$ cat src/hdl/ofl_pkg.sv
package ofl_pkg;

   // loaded address bits, the rest of the 16-bit write address reads zero
   localparam int ADDRESS_WIDTH = 16;
   localparam logic [15:0] ADDR_MASK = 16'((32'd1 << ADDRESS_WIDTH) - 32'd1);

   // write command queue between parser and writer
   localparam int QUEUE_DEPTH = 4;
   localparam int QPTR_WIDTH  = $clog2(QUEUE_DEPTH);
   localparam int QCNT_WIDTH  = $clog2(QUEUE_DEPTH + 1);

   // one memory write
   typedef struct packed {
      logic [15:0] address;
      logic [15:0] data;
   } cmd_type;

   // queue status seen by the two sides
   typedef struct packed {
      logic valid;
      logic full;
   } queue_status_type;

endpackage

$ cat src/hdl/ofl_parser.sv
module ofl_parser
   import ofl_pkg::*;
(
   input  logic        clock,
   input  logic        reset,
   input  logic        accept,
   input  logic        file_start,
   input  logic [7:0]  in_byte,
   output logic        push,
   output cmd_type     push_cmd
);

   typedef enum logic [6:0] {
      PH_HEADER = 7'b0000001,
      PH_ADDR   = 7'b0000010,
      PH_COUNT  = 7'b0000100,
      PH_BODY   = 7'b0001000,
      PH_SKIP   = 7'b0010000,
      PH_LINENO = 7'b0100000,
      PH_FINDEX = 7'b1000000
   } phase_type;

   typedef enum logic [2:0] {
      KIND_NONE   = 3'd0,
      KIND_CODE   = 3'd1,
      KIND_DATA   = 3'd2,
      KIND_SYMBOL = 3'd3,
      KIND_FNAME  = 3'd4,
      KIND_LINE   = 3'd5
   } kind_type;

   localparam logic [15:0] HDR_CODE   = 16'hCADE;
   localparam logic [15:0] HDR_DATA   = 16'hDADA;
   localparam logic [15:0] HDR_SYMBOL = 16'hC3B7;
   localparam logic [15:0] HDR_FNAME  = 16'hF17E;
   localparam logic [15:0] HDR_LINE   = 16'h715E;

   phase_type   phase_ff, phase_in, phase_cur;
   kind_type    kind_ff, kind_in, kind_cur;
   logic [7:0]  held_ff, held_in;
   logic        pending_ff, pending_in, pending_cur;
   logic [15:0] addr_ff, addr_in, addr_cur;
   logic [15:0] left_ff, left_in, left_cur;
   logic [15:0] word;

   // a new file restarts the parser before its first byte is taken
   always_comb begin
      phase_cur   = file_start ? PH_HEADER : phase_ff;
      kind_cur    = file_start ? KIND_NONE : kind_ff;
      pending_cur = file_start ? 1'b0 : pending_ff;
      addr_cur    = file_start ? 16'd0 : addr_ff;
      left_cur    = file_start ? 16'd0 : left_ff;
   end

   assign word = {held_ff, in_byte};

   // byte pairing and section state machine
   always_comb begin
      phase_in   = phase_ff;
      kind_in    = kind_ff;
      held_in    = held_ff;
      pending_in = pending_ff;
      addr_in    = addr_ff;
      left_in    = left_ff;
      push       = 1'b0;
      push_cmd.address = addr_cur & ADDR_MASK;
      push_cmd.data    = word;
      if (accept) begin
         phase_in   = phase_cur;
         kind_in    = kind_cur;
         pending_in = pending_cur;
         addr_in    = addr_cur;
         left_in    = left_cur;
         if (phase_cur == PH_SKIP) begin
            left_in = left_cur - 16'd1;
            if (left_cur == 16'd1) begin
               phase_in = PH_HEADER;
            end
         end else if (!pending_cur) begin
            held_in    = in_byte;
            pending_in = 1'b1;
         end else begin
            pending_in = 1'b0;
            case (phase_cur)
               PH_HEADER: begin
                  case (word)
                     HDR_CODE: begin
                        kind_in  = KIND_CODE;
                        phase_in = PH_ADDR;
                     end
                     HDR_DATA: begin
                        kind_in  = KIND_DATA;
                        phase_in = PH_ADDR;
                     end
                     HDR_SYMBOL: begin
                        kind_in  = KIND_SYMBOL;
                        phase_in = PH_ADDR;
                     end
                     HDR_FNAME: begin
                        kind_in  = KIND_FNAME;
                        phase_in = PH_COUNT;
                     end
                     HDR_LINE: begin
                        kind_in  = KIND_LINE;
                        phase_in = PH_ADDR;
                     end
                     default: begin
                        // not a header, dropped
                     end
                  endcase
               end
               PH_ADDR: begin
                  addr_in  = word;
                  phase_in = (kind_cur == KIND_LINE) ? PH_LINENO : PH_COUNT;
               end
               PH_COUNT: begin
                  left_in = word;
                  if (word == 16'd0) begin
                     phase_in = PH_HEADER;
                  end else if (kind_cur inside {KIND_CODE, KIND_DATA}) begin
                     phase_in = PH_BODY;
                  end else begin
                     phase_in = PH_SKIP;
                  end
               end
               PH_BODY: begin
                  push    = 1'b1;
                  addr_in = addr_cur + 16'd1;
                  left_in = left_cur - 16'd1;
                  if (left_cur == 16'd1) begin
                     phase_in = PH_HEADER;
                  end
               end
               PH_LINENO: begin
                  phase_in = PH_FINDEX;
               end
               PH_FINDEX: begin
                  phase_in = PH_HEADER;
               end
               default: begin
                  phase_in = PH_HEADER;
               end
            endcase
         end
      end
   end

   // parser state
   always_ff @(posedge clock) begin
      if (reset) begin
         phase_ff   <= PH_HEADER;
         kind_ff    <= KIND_NONE;
         held_ff    <= 8'd0;
         pending_ff <= 1'b0;
         addr_ff    <= 16'd0;
         left_ff    <= 16'd0;
      end else begin
         phase_ff   <= phase_in;
         kind_ff    <= kind_in;
         held_ff    <= held_in;
         pending_ff <= pending_in;
         addr_ff    <= addr_in;
         left_ff    <= left_in;
      end
   end

endmodule

$ cat src/hdl/ofl_queue.sv
module ofl_queue
   import ofl_pkg::*;
(
   input  logic             clock,
   input  logic             reset,
   input  logic             push,
   input  cmd_type          push_cmd,
   input  logic             pop,
   output cmd_type          head_cmd,
   output queue_status_type status
);

   cmd_type               entry_ff [QUEUE_DEPTH];
   logic [QPTR_WIDTH-1:0] wptr_ff, wptr_in;
   logic [QPTR_WIDTH-1:0] rptr_ff, rptr_in;
   logic [QCNT_WIDTH-1:0] count_ff, count_in;

   // pointer wrap at the queue depth
   function automatic logic [QPTR_WIDTH-1:0] next_ptr(input logic [QPTR_WIDTH-1:0] p);
      logic [QPTR_WIDTH-1:0] r;
      if (p == QPTR_WIDTH'(QUEUE_DEPTH - 1)) begin
         r = '0;
      end else begin
         r = p + QPTR_WIDTH'(1);
      end
      return r;
   endfunction

   assign status.valid = (count_ff != '0);
   assign status.full  = (count_ff == QCNT_WIDTH'(QUEUE_DEPTH));
   assign head_cmd     = entry_ff[rptr_ff];

   // pointer and fill count update
   always_comb begin
      wptr_in  = push ? next_ptr(wptr_ff) : wptr_ff;
      rptr_in  = pop ? next_ptr(rptr_ff) : rptr_ff;
      count_in = count_ff;
      if (push && !pop) begin
         count_in = count_ff + QCNT_WIDTH'(1);
      end else if (pop && !push) begin
         count_in = count_ff - QCNT_WIDTH'(1);
      end
   end

   always_ff @(posedge clock) begin
      if (reset) begin
         wptr_ff  <= '0;
         rptr_ff  <= '0;
         count_ff <= '0;
      end else begin
         wptr_ff  <= wptr_in;
         rptr_ff  <= rptr_in;
         count_ff <= count_in;
      end
   end

   // entry storage
   always_ff @(posedge clock) begin
      if (push) begin
         entry_ff[wptr_ff] <= push_cmd;
      end
   end

endmodule

$ cat src/hdl/ofl_writer.sv
module ofl_writer
   import ofl_pkg::*;
(
   input  logic             clock,
   input  logic             reset,
   input  queue_status_type status,
   input  cmd_type          head_cmd,
   output logic             pop,
   input  logic             rsp_ready,
   output logic             rsp_valid,
   output logic [15:0]      rsp_write_address,
   output logic [15:0]      rsp_write_data
);

   logic    valid_ff, valid_in;
   cmd_type cmd_ff;

   // load the output register from the queue whenever it is empty or being taken and the queue holds a command
   assign pop      = status.valid && (!valid_ff || rsp_ready);
   assign valid_in = pop ? 1'b1 : (valid_ff && !rsp_ready);

   always_ff @(posedge clock) begin
      if (reset) begin
         valid_ff <= 1'b0;
      end else begin
         valid_ff <= valid_in;
      end
   end

   always_ff @(posedge clock) begin
      if (pop) begin
         cmd_ff <= head_cmd;
      end
   end

   assign rsp_valid         = valid_ff;
   assign rsp_write_address = cmd_ff.address;
   assign rsp_write_data    = cmd_ff.data;

endmodule

$ cat src/hdl/object_file_loader_unit.sv
// Object file loader.
// Request channel (req_valid/req_ready): one object file byte per transaction,
// req_in_byte, with req_file_start high on the first byte of each file.
// Response channel (rsp_valid/rsp_ready): one memory write per body word of a
// code or data section, rsp_write_address and rsp_write_data.
// Throughput is one byte per cycle while the queue is not full; the parser decides
// every byte in the cycle it is accepted, so pairing and section tracking never
// stall the input. The transaction carrying the low byte of a body word pushes
// its write into the command queue, from which it is loaded into the output
// register that drives rsp_valid.
// When the receiver stalls, the output register holds its write and the
// four-entry command queue keeps absorbing writes; req_ready drops only when
// the queue is full.
// Reset (synchronous) empties the queue and the output register and returns
// the parser to waiting for a header word; req_ready is low during reset.
module object_file_loader_unit
   import ofl_pkg::*;
(
   input  logic        clock,
   input  logic        reset,
   input  logic        req_valid,
   output logic        req_ready,
   input  logic        req_file_start,
   input  logic [7:0]  req_in_byte,
   output logic        rsp_valid,
   input  logic        rsp_ready,
   output logic [15:0] rsp_write_address,
   output logic [15:0] rsp_write_data
);

   logic             accept;
   logic             push;
   logic             pop;
   cmd_type          push_cmd;
   cmd_type          head_cmd;
   queue_status_type status;

   // input handshake
   assign req_ready = !status.full && !reset;
   assign accept    = req_valid && req_ready;

   ofl_parser u_parser (
      .clock      (clock),
      .reset      (reset),
      .accept     (accept),
      .file_start (req_file_start),
      .in_byte    (req_in_byte),
      .push       (push),
      .push_cmd   (push_cmd)
   );

   ofl_queue u_queue (
      .clock    (clock),
      .reset    (reset),
      .push     (push),
      .push_cmd (push_cmd),
      .pop      (pop),
      .head_cmd (head_cmd),
      .status   (status)
   );

   ofl_writer u_writer (
      .clock             (clock),
      .reset             (reset),
      .status            (status),
      .head_cmd          (head_cmd),
      .pop               (pop),
      .rsp_ready         (rsp_ready),
      .rsp_valid         (rsp_valid),
      .rsp_write_address (rsp_write_address),
      .rsp_write_data    (rsp_write_data)
   );

endmodule

$ cat config.mk
export PLATFORM = sky130hd
export DESIGN_NAME = object_file_loader_unit
export DESIGN_NICKNAME = d
export VERILOG_FILES = /design/src/hdl/ofl_pkg.sv /design/src/hdl/ofl_parser.sv /design/src/hdl/ofl_queue.sv /design/src/hdl/ofl_writer.sv /design/src/hdl/object_file_loader_unit.sv
export SDC_FILE = /design/constraint.sdc
export NUM_CORES = 1
export LEC_CHECK = 0
export BUFFER_PORTS_ARGS = -buffer_cell sky130_fd_sc_hd__buf_2
export CAP_MARGIN = 10
export CORE_AREA = 5 5 132 134
export CTS_CLUSTER_DIAMETER = 40
export CTS_CLUSTER_SIZE = 28
export DETAILED_ROUTE_END_ITERATION = 7
export DIE_AREA = 0 0 137 139
export PLACE_DENSITY = 0.79
export SYNTH_ARGS = -nofsm -noshare
export SYNTH_HDL_FRONTEND = slang
export SYNTH_SLANG_ARGS = --single-unit
$ cat constraint.sdc
create_clock -name clock -period 4.3 [get_ports clock]
set_input_delay 0.86 -clock clock [delete_from_list [all_inputs] [get_ports clock]]
set_output_delay 0.86 -clock clock [all_outputs]
set_load 0.005 [all_outputs]
==> metrics.md <==
| Metric | Value |
|---|---|
| Status | complete, no violations |
| Initial DRC Count | 714 |
| WP data required | 4.75 ns |
| Reg2reg start | u_parser.phase_ff[0] |
| Synth async-reset ratio | 0% |
| Initial antenna violation count | 0 |
| CTS Buffer Depth | 3 |
| Multi-input logic area | 3400 um2 |
| Initial Utilization | 59.4% |
| Synthesis-stage register bit count | roughly 220 |
| Post-detailed-route count of antenna-violating nets | 0 |
| Pleak | 3.85 nW |
| Register area | approximately 6000 um2 |
| Area delta synth->final | 15.8% |
| Warnings from Yosys | 0 |
| Die area | 19000 um2 |
| CP max FO | 13 |
| DR WL/cell | 24.4 um |
| Synthesized area per cell | 12.8 um2 |
| Top FF cell, synth | edfxtp_1 |
| Post-Syn Nets | slightly below 800 |
| Power Density | 516 nW/um2 |
| Fmax | 339 MHz |
| CP top delay family | simple AND/OR/NAND/NOR gates |
| Setup ws final | roughly 1.3 ns |
| Routed WL | 25700 um |
| CP max stage delay | 0.43 ns |
| Post CTS Setup Buffer Count | 0 |
| Post-Synthesis Cells | 751 |
| DRC viols | 0 |
| Worst skew pair latency | 0.55 ns |
| First-pass DRT Iterations | 5 |
| Clk root buf | clkbuf_16 |
| IO Port Bufs | 46 |
| CP Launch Type | primary input |
| Clk sinks | 219 |
| Number of synthesized flops with an enable pin | 160 |
| Mapped Area | 9610 um2 |
| Reg2Reg Setup Slack | approximately 1.4 ns |
| Synth top area cells | edfxtp_1 50%, dfxtp_1 12%, mux4_2 7.5%, nand2_1 2.4%, o21ai_0 2.2% |
| Headroom to the max-slew limit | between 20% and 30% |
| Slowest-stage cell, CP | fa_1 |
| Final Hold Viols | 0 |
| Final period util | 68.6% |
| Vias post-DR | ~7000 |
| Routability Congestion | 0.963 |
| Worst setup path startpoint | req_file_start |
| Num CTS Buffers | 27 |
| Core Util, Final | 68.8% |
| Largest net degree at the start of global routing | 37 |
| Hold buffers post-CTS | 0 |
| Layout cells sized above 1 | 19.9% |
| Dpl hpwl | 16000 um |
| R2R depth | 11 |
| Post-CTS sizing | 0 |
| Core box area | 16200 um2 |
| Overflow after GRT | 0 |
| Unique cell type count in the Yosys netlist | 73 |
| Critical Path End | u_queue.count_ff[2] |
| Die width | 137 um |
| Cell Chain, Critical Path | buf_2 -> nor4_1 -> and4_1 -> inv_1 -> nand2_1 -> nor2_1 -> ha_1 -> inv_1 -> fa_1 -> xor2_1 -> or3_1 -> a21oi_1 |
| GR Util All Layers | 27.4% |
| Setup_tns | 0 ns |
| Final Critical Period | ~3 ns |
| Clock slew at reported path FFs | 0.05 ns |
| Setup violators final | 0 |
| Chip height | 139 um |
| Critical path depth | 12 |
| Crit path kind | in -> reg |
| First-pass GRT wire length | 40200 um |
| CP Buf/Inv Count | 3 |
| Site Rows | 47 |
| Max VDD drop | 0.384 mV |
| Hold Crit Class | reg -> reg |
| Crit path arrival time | 3.40 ns |
| RSZ-0062 raised after global routing | no |
| Reg2reg end | u_queue.count_ff[2] |
| Post-synth top area cell | edfxtp_1 |
| Nets@finish | 836 |
| Vias in the first global route | 6944 |
| CTS tree | yes |
| Dpl ws | 0.874 ns |
| Sequential element share of the synthesized area | 62.3% |
| Yosys top cell area share | about half |
| Max cap viols | 0 |
| Boundary Pins | 47 |
| FILL cells | 1081 |
| Antenna diodes | 0 |
| Worst-Margin Slew | around 1.2 ns |
| Max-slew violations | 0 |
| H-tree depth | 1 |
| Crit-path most repeated cell | inv_1 |
| Crit end category | flip-flop |
| Via density | 6.63 |
| Clock skew | 0.0245 ns |
==> placed cells by master, fill, tap and decap left out, types with 10 or more instances in the layout <==
| cell | count |
|---|---|
| nand4_1 | 14 |
| ha_1 | 10 |
| xnor2_1 | 13 |
| nor2_1 | 44 |
| nor2b_1 | 19 |
| nor3_1 | 21 |
| nand3_1 | 27 |
| clkbuf_16 | 31 |
| nand2_1 | 62 |
| inv_1 | 19 |
| nor4_1 | 13 |
| o21ai_0 | 43 |
| buf_2 | 46 |
| dfxtp_1 | 58 |
| mux4_2 | 32 |
| a22oi_1 | 13 |
| edfxtp_1 | 160 |
| buf_4 | 27 |
| a21oi_1 | 38 |
==> report_power, final <==
part	leakage (nW)	switching [W]	total, W	internal, W
clock network	0.459	0.000959	0.00231	0.00135
registers	2.04	0.0000892	0.00259	0.00250
logic	1.35	0.000484	0.000832	0.000348
total	3.85	0.00153	0.00574	0.00421
==> sequential cells by signal, summed over array words and instances (netlist names), 3 cells and up <==
signal                      count
u_queue.entry_ff              128
u_writer.rsp_write_data        16
u_parser.left_ff               16
u_writer.rsp_write_address     16
u_parser.kind_ff                3
u_parser.held_ff                8
u_queue.count_ff                3
u_parser.addr_ff               16
u_parser.phase_ff               7
==> worst register-to-register path: stages (launching register included) <==
cell     delay (ns)
dfxtp_1        0.54
nor4_1         0.15
and4_1         0.23
inv_1          0.14
nand2_1        0.09
nor2_1         0.33
ha_1           0.25
inv_1          0.07
fa_1           0.43
xor2_1         0.16
or3_1          0.31
a21oi_1        0.16
==> worst min-delay path by stage <==
stage,from,endpoint,depth (start not counted)
after floorplan,u_parser.addr_ff[14],u_parser.addr_ff[14],2
after global placement,u_parser.addr_ff[14],u_parser.addr_ff[14],2
after detailed placement,u_parser.addr_ff[14],u_parser.addr_ff[14],2
after CTS,u_parser.left_ff[9],u_parser.left_ff[9],2
after global routing,u_parser.addr_ff[9],u_parser.addr_ff[9],2
final,u_parser.left_ff[9],u_parser.left_ff[9],2
==> through the flow <==
step,instances,cell area (um2),hold WS [ns],power (W)
final,1053,11100,0.496,0.00574
after floorplan,751,9610,0.436,0.00312
after CTS,1053,11100,0.489,0.00577
after global placement,1003,10200,0.450,0.00344
after global routing,1053,11100,0.507,0.00595
after detailed placement,1003,10200,0.462,0.00347
==> Yosys cell counts (8+ instances only) <==
| cell type | number |
|---|---|
| xnor2_1 | 13 |
| mux4_2 | 32 |
| nor2_1 | 44 |
| inv_1 | 19 |
| nor4_1 | 13 |
| nor2b_1 | 19 |
| and3_1 | 9 |
| nand2_1 | 62 |
| nand3_1 | 27 |
| clkbuf_1 | 28 |
| or3_1 | 8 |
| dfxtp_1 | 59 |
| o21ai_0 | 43 |
| nand4_1 | 14 |
| a21oi_1 | 39 |
| nor3_1 | 21 |
| edfxtp_1 | 160 |
| ha_1 | 10 |
| a22oi_1 | 13 |
==> routing by layer <==
layer | track usage (%) | up-vias | part of all wire (%)
li1 | - | 3042 | -
met1 | 37.9 | 3428 | 39
met2 | 44.6 | 429 | 49
met3 | 4.35 | 82 | 9.1
met4 | 8.72 | 0 | 3.4
met5 | 0 | - | 0
==> cells by family (layout without fill, tap and decap cells) <==
group	Yosys count	after routing	share of synthesized area [%]
AO/OA/AOI/OAI	160	160	10.9
XOR/XNOR	18	18	1.64
adder cells (fa/ha/maj)	11	11	1.51
buffers and inverters	61	143	2.47
flip-flops	219	219	62.3
multiplexers	34	34	7.71
AND/OR/NAND/NOR	248	248	13.4
==> area by class of cell <==
class / instances / share of cell area (%)
timing repair buffer: 74 / 4.07
tap: 220 / 2.47
clock buffer: 35 / 7.20
inverter: 19 / 0.641
clock inverter: 15 / 1.27
sequential: 219 / 53.8
multi-input combinational: 471 / 30.5
Note: power is estimated with default switching activity, not from simulation.
